### src/rtl/lai12eu_pkg.sv
// ----------------------------------------------------------------------------
// lai12eu_pkg
// shared types, constants and codes of the i12 execute unit
// ----------------------------------------------------------------------------
package lai12eu_pkg;

  localparam int unsigned XLEN      = 32;
  localparam int unsigned NUM_REGS  = 32;
  localparam int unsigned REG_IDX_W = $clog2(NUM_REGS);
  localparam int unsigned IMM_W     = 12;
  localparam int unsigned OP_W      = 3;

  // instruction word field positions
  localparam int unsigned RD_LSB  = 0;
  localparam int unsigned RJ_LSB  = 5;
  localparam int unsigned IMM_LSB = 10;

  // data memory: byte addressed, power-of-two size, split into four byte lanes
  localparam int unsigned MEM_BYTES = 4096;
  localparam int unsigned LANES     = 4;
  localparam int unsigned LANE_W    = $clog2(LANES);
  localparam int unsigned MEM_IDX_W = $clog2(MEM_BYTES);
  localparam int unsigned MEM_ROWS  = MEM_BYTES / LANES;
  localparam int unsigned ROW_W     = MEM_IDX_W - LANE_W;

  typedef enum logic [OP_W-1:0] {
    OP_ORI   = 3'd0,
    OP_ADDI  = 3'd1,
    OP_ANDI  = 3'd2,
    OP_STB   = 3'd3,
    OP_LDB   = 3'd4,
    OP_LDW   = 3'd5,
    OP_STW   = 3'd6,
    OP_SLTUI = 3'd7
  } op_e;

  // register file read request (two read ports)
  typedef struct packed {
    logic                 re;
    logic [REG_IDX_W-1:0] addr_j;
    logic [REG_IDX_W-1:0] addr_d;
  } rf_rd_t;

  // register file write request
  typedef struct packed {
    logic                 we;
    logic [REG_IDX_W-1:0] addr;
    logic [XLEN-1:0]      data;
  } rf_wr_t;

  // data memory request, one row across all byte lanes
  typedef struct packed {
    logic             re;
    logic [LANES-1:0] we;
    logic [ROW_W-1:0] row;
    logic [XLEN-1:0]  wdata;
  } dm_req_t;

endpackage

### src/rtl/lai12eu_regfile.sv
// ----------------------------------------------------------------------------
// lai12eu_regfile
// 32 x 32 register file, two synchronous read ports, one write port
// ----------------------------------------------------------------------------
module lai12eu_regfile (
  input  logic                                  clk_i,
  input  logic                                  rst_ni,
  input  lai12eu_pkg::rf_rd_t                   rd_req_i,
  input  lai12eu_pkg::rf_wr_t                   wr_req_i,
  output logic [lai12eu_pkg::XLEN-1:0]          rj_data_o,
  output logic [lai12eu_pkg::XLEN-1:0]          rd_data_o
);

  logic [lai12eu_pkg::XLEN-1:0]     mem_q [lai12eu_pkg::NUM_REGS];
  logic [lai12eu_pkg::NUM_REGS-1:0] valid_q;
  logic [lai12eu_pkg::XLEN-1:0]     rj_next, rd_next;

  // entries not yet written read as zero; same-edge write is passed through
  always_comb begin
    if (wr_req_i.we && wr_req_i.addr == rd_req_i.addr_j) begin
      rj_next = wr_req_i.data;
    end else if (valid_q[rd_req_i.addr_j]) begin
      rj_next = mem_q[rd_req_i.addr_j];
    end else begin
      rj_next = '0;
    end
    if (wr_req_i.we && wr_req_i.addr == rd_req_i.addr_d) begin
      rd_next = wr_req_i.data;
    end else if (valid_q[rd_req_i.addr_d]) begin
      rd_next = mem_q[rd_req_i.addr_d];
    end else begin
      rd_next = '0;
    end
  end

  always_ff @(posedge clk_i or negedge rst_ni) begin
    if (!rst_ni) begin
      valid_q <= '0;
    end else if (wr_req_i.we) begin
      valid_q[wr_req_i.addr] <= 1'b1;
    end
  end

  always_ff @(posedge clk_i) begin
    if (wr_req_i.we) begin
      mem_q[wr_req_i.addr] <= wr_req_i.data;
    end
    if (rd_req_i.re) begin
      rj_data_o <= rj_next;
      rd_data_o <= rd_next;
    end
  end

endmodule

### config.mk
export PLATFORM = sky130hd
export DESIGN_NAME = lai12eu_regfile
export DESIGN_NICKNAME = d
export VERILOG_FILES = /design/src/rtl/lai12eu_pkg.sv /design/src/rtl/lai12eu_regfile.sv
export SDC_FILE = /design/constraint.sdc
export NUM_CORES = 2
export LEC_CHECK = 0
export ABC_AREA = 0
export BUFFER_PORTS_ARGS = -buffer_cell sky130_fd_sc_hd__buf_2
export CORE_ASPECT_RATIO = 1.5
export CORE_MARGIN = 10
export CORE_UTILIZATION = 57
export DETAILED_ROUTE_END_ITERATION = 8
export GPL_TIMING_DRIVEN = 0
export PLACE_DENSITY = 0.75
export SLEW_MARGIN = 10
export SYNTH_ARGS = -nofsm -noshare
export SYNTH_HDL_FRONTEND = slang
export SYNTH_SLANG_ARGS = --single-unit
### constraint.sdc
create_clock -name clk_i -period 2 [get_ports clk_i]
set_input_delay 0 -clock clk_i [delete_from_list [all_inputs] [get_ports clk_i]]
set_output_delay 0 -clock clk_i [all_outputs]
set_load 0.01 [all_outputs]
== Yosys cells after proc, flatten, opt, wreduce, memory -nomap -nowiden ==
Memory sizes are Yosys's and may differ from the RTL's.
Cells that the tools add are included.
W data, S select, Z words.

* Flip-flop bits (word level): 96
* Bits in writable memories: 1024
* Memories kept: 1

* Order comparisons: 4
* Equality and inequality tests: 2
* Mux-type cells: 12
* Bitwise logic cells: 1
* Reductions and logical operators: 3

{| class="wikitable"
|+ Memories
! memory !! words !! bits a word !! rd ports !! clocked after memory_dff !! write ports !! RTL line !! text
|-
| mem_q || 32 || 32 || 2 || 0 || 1 || lai12eu_regfile.sv:14 || <nowiki>logic [lai12eu_pkg::XLEN-1:0] mem_q [lai12eu_pkg::NUM_REGS];</nowiki>
|}

{| class="wikitable"
|+ Operator list
! cell !! count
|-
| $mux W32 || 4
|-
| $or A32 B32 Y32 || 1
|-
| $lt A5 B6 Y1 const B || 3
|-
| $bmux W1 S5 || 2
|-
| $eq A5 B5 Y1 || 2
|-
| $demux W1 S5 || 1
|-
| $ge A5 B1 Y1 const B || 1
|-
| $mux W1 || 5
|-
| $logic_and A1 B1 Y1 || 3
|}

== Depth between registers and ports, before layout ==
* Depth after elaboration: 5
* Gate-level depth with buffers: 11

== Worst setup path after synthesis ==
No wires, ideal clock.

* Path kind: input-to-reg
* Start point: input port wr_req_i[32] (netlist name)
* End point: memory mem_q[28][0] (netlist name), enable pin
* Library setup time: 0.422 ns
* Arrival time: 2.187 ns
* Required time: 1.578 ns
* Slack: -0.609 ns
* Stages: 4
* Cell sequence: clkbuf_1 > or3b_2 > clkbuf_1 > nor2_1

{| class="wikitable"
|+ RTL lines
! item !! RTL line !! text
|-
| from (decl) || lai12eu_regfile.sv:9 || <nowiki>input lai12eu_pkg::rf_wr_t wr_req_i,</nowiki>
|-
| to (decl) || lai12eu_regfile.sv:14 ||
|}

No word-level cell before the write port.

== Worst setup path in the final report ==
* Start point: register valid_q[28] (netlist name)
* End point: register rd_data_o[15] (netlist name) (data pin)

* Word-level cells in the longest chain between the ends: 4

{| class="wikitable"
|+ RTL lines
! item !! RTL line !! text
|-
| from (decl) || lai12eu_regfile.sv:15 || <nowiki>logic [lai12eu_pkg::NUM_REGS-1:0] valid_q;</nowiki>
|-
| from (signal assigned) || lai12eu_regfile.sv:38 || <nowiki>valid_q <= '0;</nowiki>
|-
| from (signal, indexed assignment) || lai12eu_regfile.sv:40 || <nowiki>valid_q[wr_req_i.addr] <= 1'b1;</nowiki>
|-
| $bmux W1 S5 || lai12eu_regfile.sv:29 || <nowiki>end else if (valid_q[rd_req_i.addr_d]) begin</nowiki>
|-
| $mux W1 (implied by the code) || lai12eu_regfile.sv:29 ||
|-
| $mux W32 || lai12eu_regfile.sv:29 ||
|-
| $mux W32 || lai12eu_regfile.sv:27 || <nowiki>if (wr_req_i.we && wr_req_i.addr == rd_req_i.addr_d) begin</nowiki>
|-
| named net rd_next, one bit || lai12eu_regfile.sv:16 || <nowiki>logic [lai12eu_pkg::XLEN-1:0] rj_next, rd_next;</nowiki>
|-
| to (signal assigned) || lai12eu_regfile.sv:50 || <nowiki>rd_data_o <= rd_next;</nowiki>
|-
| to (decl) || lai12eu_regfile.sv:11 || <nowiki>output logic [lai12eu_pkg::XLEN-1:0] rd_data_o</nowiki>
|}

The timed path passes the listed nets, and every way through them passes these cells. The select of a mux whose other input is x is not followed.
A chain may end at the register's enable or synchronous reset.

==> summary.md <==
| Metric | Value |
|---|---|
| Failing checks | negative setup slack |
| Crit path capture type | flop |
| Startpoint Class | flop |
| Crit-path max FO | 6 |
| GPL Wtd Cong | ~0.92 |
| Setup crit start | valid_q[28] |
| Starting density of the core | 57.4% |
| FF-to-FF End | rd_data_o[15] |
| Seq cells post-synth | roughly 1100 |
| RR Startpoint | valid_q[28] |
| Most used DFF post-synth | edfxtp_1 |
| Vias in the first global route | around 32000 |
| Mean cell area of the mapped netlist | between 20 and 25 um2 |
| Gr usage total | about a third |
| Mapped Nets | about 2500 |
| RSZ-0062 raised after global routing | true |
| Wire per inst | between 40 and 50 um |
| Lkg Pwr | ~19 nW |
| Worst EP arrival | 2.93 ns |
| Final setup margin | -0.485 ns |
| Synth area leader | edfxtp_1 |
| Synth warnings | 0 |
| Clock slew at reported path FFs | roughly 0.070 ns |
| Max-slew violation count | 0 |
| Hold Violations, Final | 0 |
| VDD IR-drop max | around 820 uV |
| PD cells | slightly below 900 nW/um2 |
| Fillers | roughly 5700 |
| Worst slew pin tran | around 1.2 ns |
| CTS tree | yes |
| Clk pwr share | between 30% and 40% |
| Finish-stage setup viols | 64 |
| Yosys cell types | 43 |
| Depth of the most critical reg-to-reg path | 7 |
| Share of layout cells above drive strength 1 | 40.1% |
| Logic pwr share | between 10% and 20% |
| Sw frac | 24.1% |
| Sequential share of power | 51.0% |
| Largest net degree at the start of global routing | 42 |
| Dpl hpwl | between 100000 and 150000 um |
| Period minus WS final | roughly 2.5 ns |
| Via/cell ratio | between 7 and 8 |
| CTS max path bufs | 3 |
| TNS Setup | -22.18 ns |
| Reg2reg setup slack | -0.49 ns |
| Antenna viol nets, final | 0 |
| Vias | roughly 31000 |
| DRC violations left | 0 |
| Final #Nets | approximately 2800 |
| CTS Buf Count | 99 |
| Die W | between 200 and 300 um |
| Synth top area share | between 60 and 70% |
| P_sw | roughly 0.013 W |
| Worst Path Required | between 2 and 2.5 ns |
| Initial DRC count | about 5400 |
| Final Cycle Share | 124% |
| Synthesized area | slightly above 50000 um2 |
| Core area | slightly below 90000 um2 |
| Synth Instances | between 2000 and 2500 |
| Max Cap Viol | 0 |
| Clock Skews | around 0.026 ns |
| Slew Limit Headroom | between 20% and 30% |
| Area of the die | about 100000 um2 |
| Initial antenna violation count | 9 |
| Number of clock sinks | about 1100 |
| Routed WL | ~170000 um |
| Area contributors post-synth | edfxtp_1 (64%), mux4_2 (24%), mux2i_1 (1.7%), dfrtp_1 (1.6%), a22oi_1 (1.5%) |
| Final Non-Filler Cells | between 4000 and 5000 |
| EDFF count, synth | approximately 1100 |
| Syn-to-layout area delta | 15.2% |
| Power Total | roughly 0.052 W |
| First-pass GRT wire length | ~240000 um |
| Fmax achieved | approximately 400 MHz |
| Global route total overflow | 0 |
| Hold WC Path Type | in2reg |
| Synth async-reset ratio | under 10% |
| Crit path kind | reg2reg |
| IO Pins | around 120 |
| PortBufs | 105 |
| Die Height | 386 um |
| Run status | finished with violations |
| Detailed Routing Iterations Pass 1 | 5 |
| H-tree depth | 3 |
| FP Rows | around 130 |
| Root buf cell | clkbuf_16 |
| P_int | between 0.03 and 0.04 W |
| Clk_lat worst skew | between 0.7 and 0.8 ns |
| Sequential area share after synthesis | 65.7% |
| Critical Path End | rd_data_o[15] |
| Inst Count DP | roughly 3800 |
## flip-flops by register name (all words and copies together) (netlist names)
signal     flops
mem_q       1024
rd_data_o     32
rj_data_o     32
valid_q       32
## power by group through the flow
stage / clock [W] / combinational [W] / sequential, W
after floorplan: 0 / 0.00287 / 0.0271
after global placement: 0 / 0.00497 / 0.0270
after detailed placement: 0 / 0.00513 / 0.0271
after CTS: 0.0194 / 0.00583 / 0.0266
after global routing: 0.0203 / 0.00614 / 0.0266
final: 0.0195 / 0.00603 / 0.0266
## metrics by stage
| step | worst slack, ns | utilization (%) | cell area [um2] | hold WS, ns |
|---|---|---|---|---|
| after detailed placement | -1.92 | 60.9 | 54200 | 0.0906 |
| after global routing | -0.489 | 66.1 | 58700 | 0.217 |
| after floorplan | -0.444 | - | 51100 | -0.296 |
| after CTS | -0.463 | 66.0 | 58600 | 0.153 |
| final | -0.485 | 66.1 | 58700 | 0.177 |
| after global placement | -2.98 | 59.7 | 53000 | 0.0634 |
## cells by family after synthesis
logic type | count (synthesis) | synth area share (%)
xor+xnor | 10 | 0.172
buf+inv | 209 | 1.89
flops | 1120 | 65.7
mux | 636 | 26.0
compound gates | 269 | 3.86
simple gates | 247 | 2.40
## worst min-delay path by stage
stage / slack (ns) / depth (start not counted) / start / to
finish: 0.18 / 3 / wr_req_i[36] / mem_q[17][22]
detailed placement: 0.09 / 1 / rst_ni / valid_q[5]
CTS: 0.15 / 3 / wr_req_i[36] / mem_q[17][22]
global placement: 0.06 / 1 / rst_ni / valid_q[4]
floorplan: -0.30 / 0 / rst_ni / valid_q[0]
global route: 0.22 / 3 / wr_req_i[36] / mem_q[17][22]
## worst max-delay path, cell delays in order, from the launching register on
cell and delay (ns):
dfrtp_1 0.40, mux4_2 0.49, or3b_4 0.42, o2111ai_4 0.11, a21oi_4 0.10, buf_12 0.21, clkbuf_16 0.18, a32o_2 0.30
## metal layers
metal	vias up	global-route usage, %	wire length (um)
li1	11457	-	-
met1	15984	37.6	50900
met2	2959	54.3	82700
met3	865	9.48	22000
met4	10	30.1	18600
met5	-	0.237	61
## cell usage in the layout, fill, tap and decap left out, types with 8 or more instances in the layout
cell and n:
or2_2 44, edfxtp_1 1088, nor2_4 32, nor3_1 10, clkbuf_1 61, o21ai_4 23
a32o_2 12, clkinv_2 21, dlygate4sd3_1 35, buf_2 157, nand3_1 60, clkbuf_2 43
o31ai_1 10, bufinv_16 11, clkinv_1 15, clkbuf_16 107, nand2b_1 10, a22oi_1 100
o21a_1 12, nand2_1 61, a32o_1 16, clkbuf_4 13, xor2_1 8, dfrtp_1 32
o21ai_2 9, buf_4 28, mux2i_1 84, buf_6 14, mux4_2 550, a21oi_1 41
buf_12 47, a221oi_1 20
## cell usage after synthesis, types with 2 or more instances
cell type	count
o32a_1	7
edfxtp_1	1088
buf_4	6
a22o_1	7
o2111ai_1	2
nand2_1	61
o32ai_1	4
nor2_1	39
a2bb2oi_1	2
a221oi_1	20
or2_2	44
mux2i_1	85
buf_1	21
o31ai_1	10
buf_2	63
nor4_1	2
nor2b_1	5
a22oi_1	100
or3b_2	4
a21oi_1	42
inv_1	5
and3_1	2
nand3_1	60
o21ai_0	32
xnor2_1	2
xor2_1	8
buf_6	10
o21a_1	12
mux4_2	550
a32o_1	28
nand3b_1	6
nor3_1	10
clkbuf_1	104
dfrtp_1	32
nand2b_1	10
## final cells by class
| type | instances | area (um2) | share of cell area, % |
|---|---|---|---|
| well taps | 1156 | 1450 | 2.46 |
| clock buffers | 123 | 2630 | 4.48 |
| flip-flops and latches | 1120 | 33500 | 57.0 |
| diodes | 1 | 2.50 | 0.00426 |
| clock inverters | 55 | 559 | 0.953 |
| plain buffers | 203 | 1290 | 2.19 |
| repair buffers | 205 | 2150 | 3.66 |
| inverters | 5 | 22.5 | 0.0384 |
| multi-input cells | 1162 | 17200 | 29.2 |
## repair_timing
action,in CTS,in global routing
cloned,6,0
buffers inserted,8,8
endpoints found under the hold margin,1103,0
setup endpoints to repair,64,64
pin swaps,32,12
hold buffers,36,0
resized for setup,241,55
Note: power is estimated with default switching activity, not from simulation.
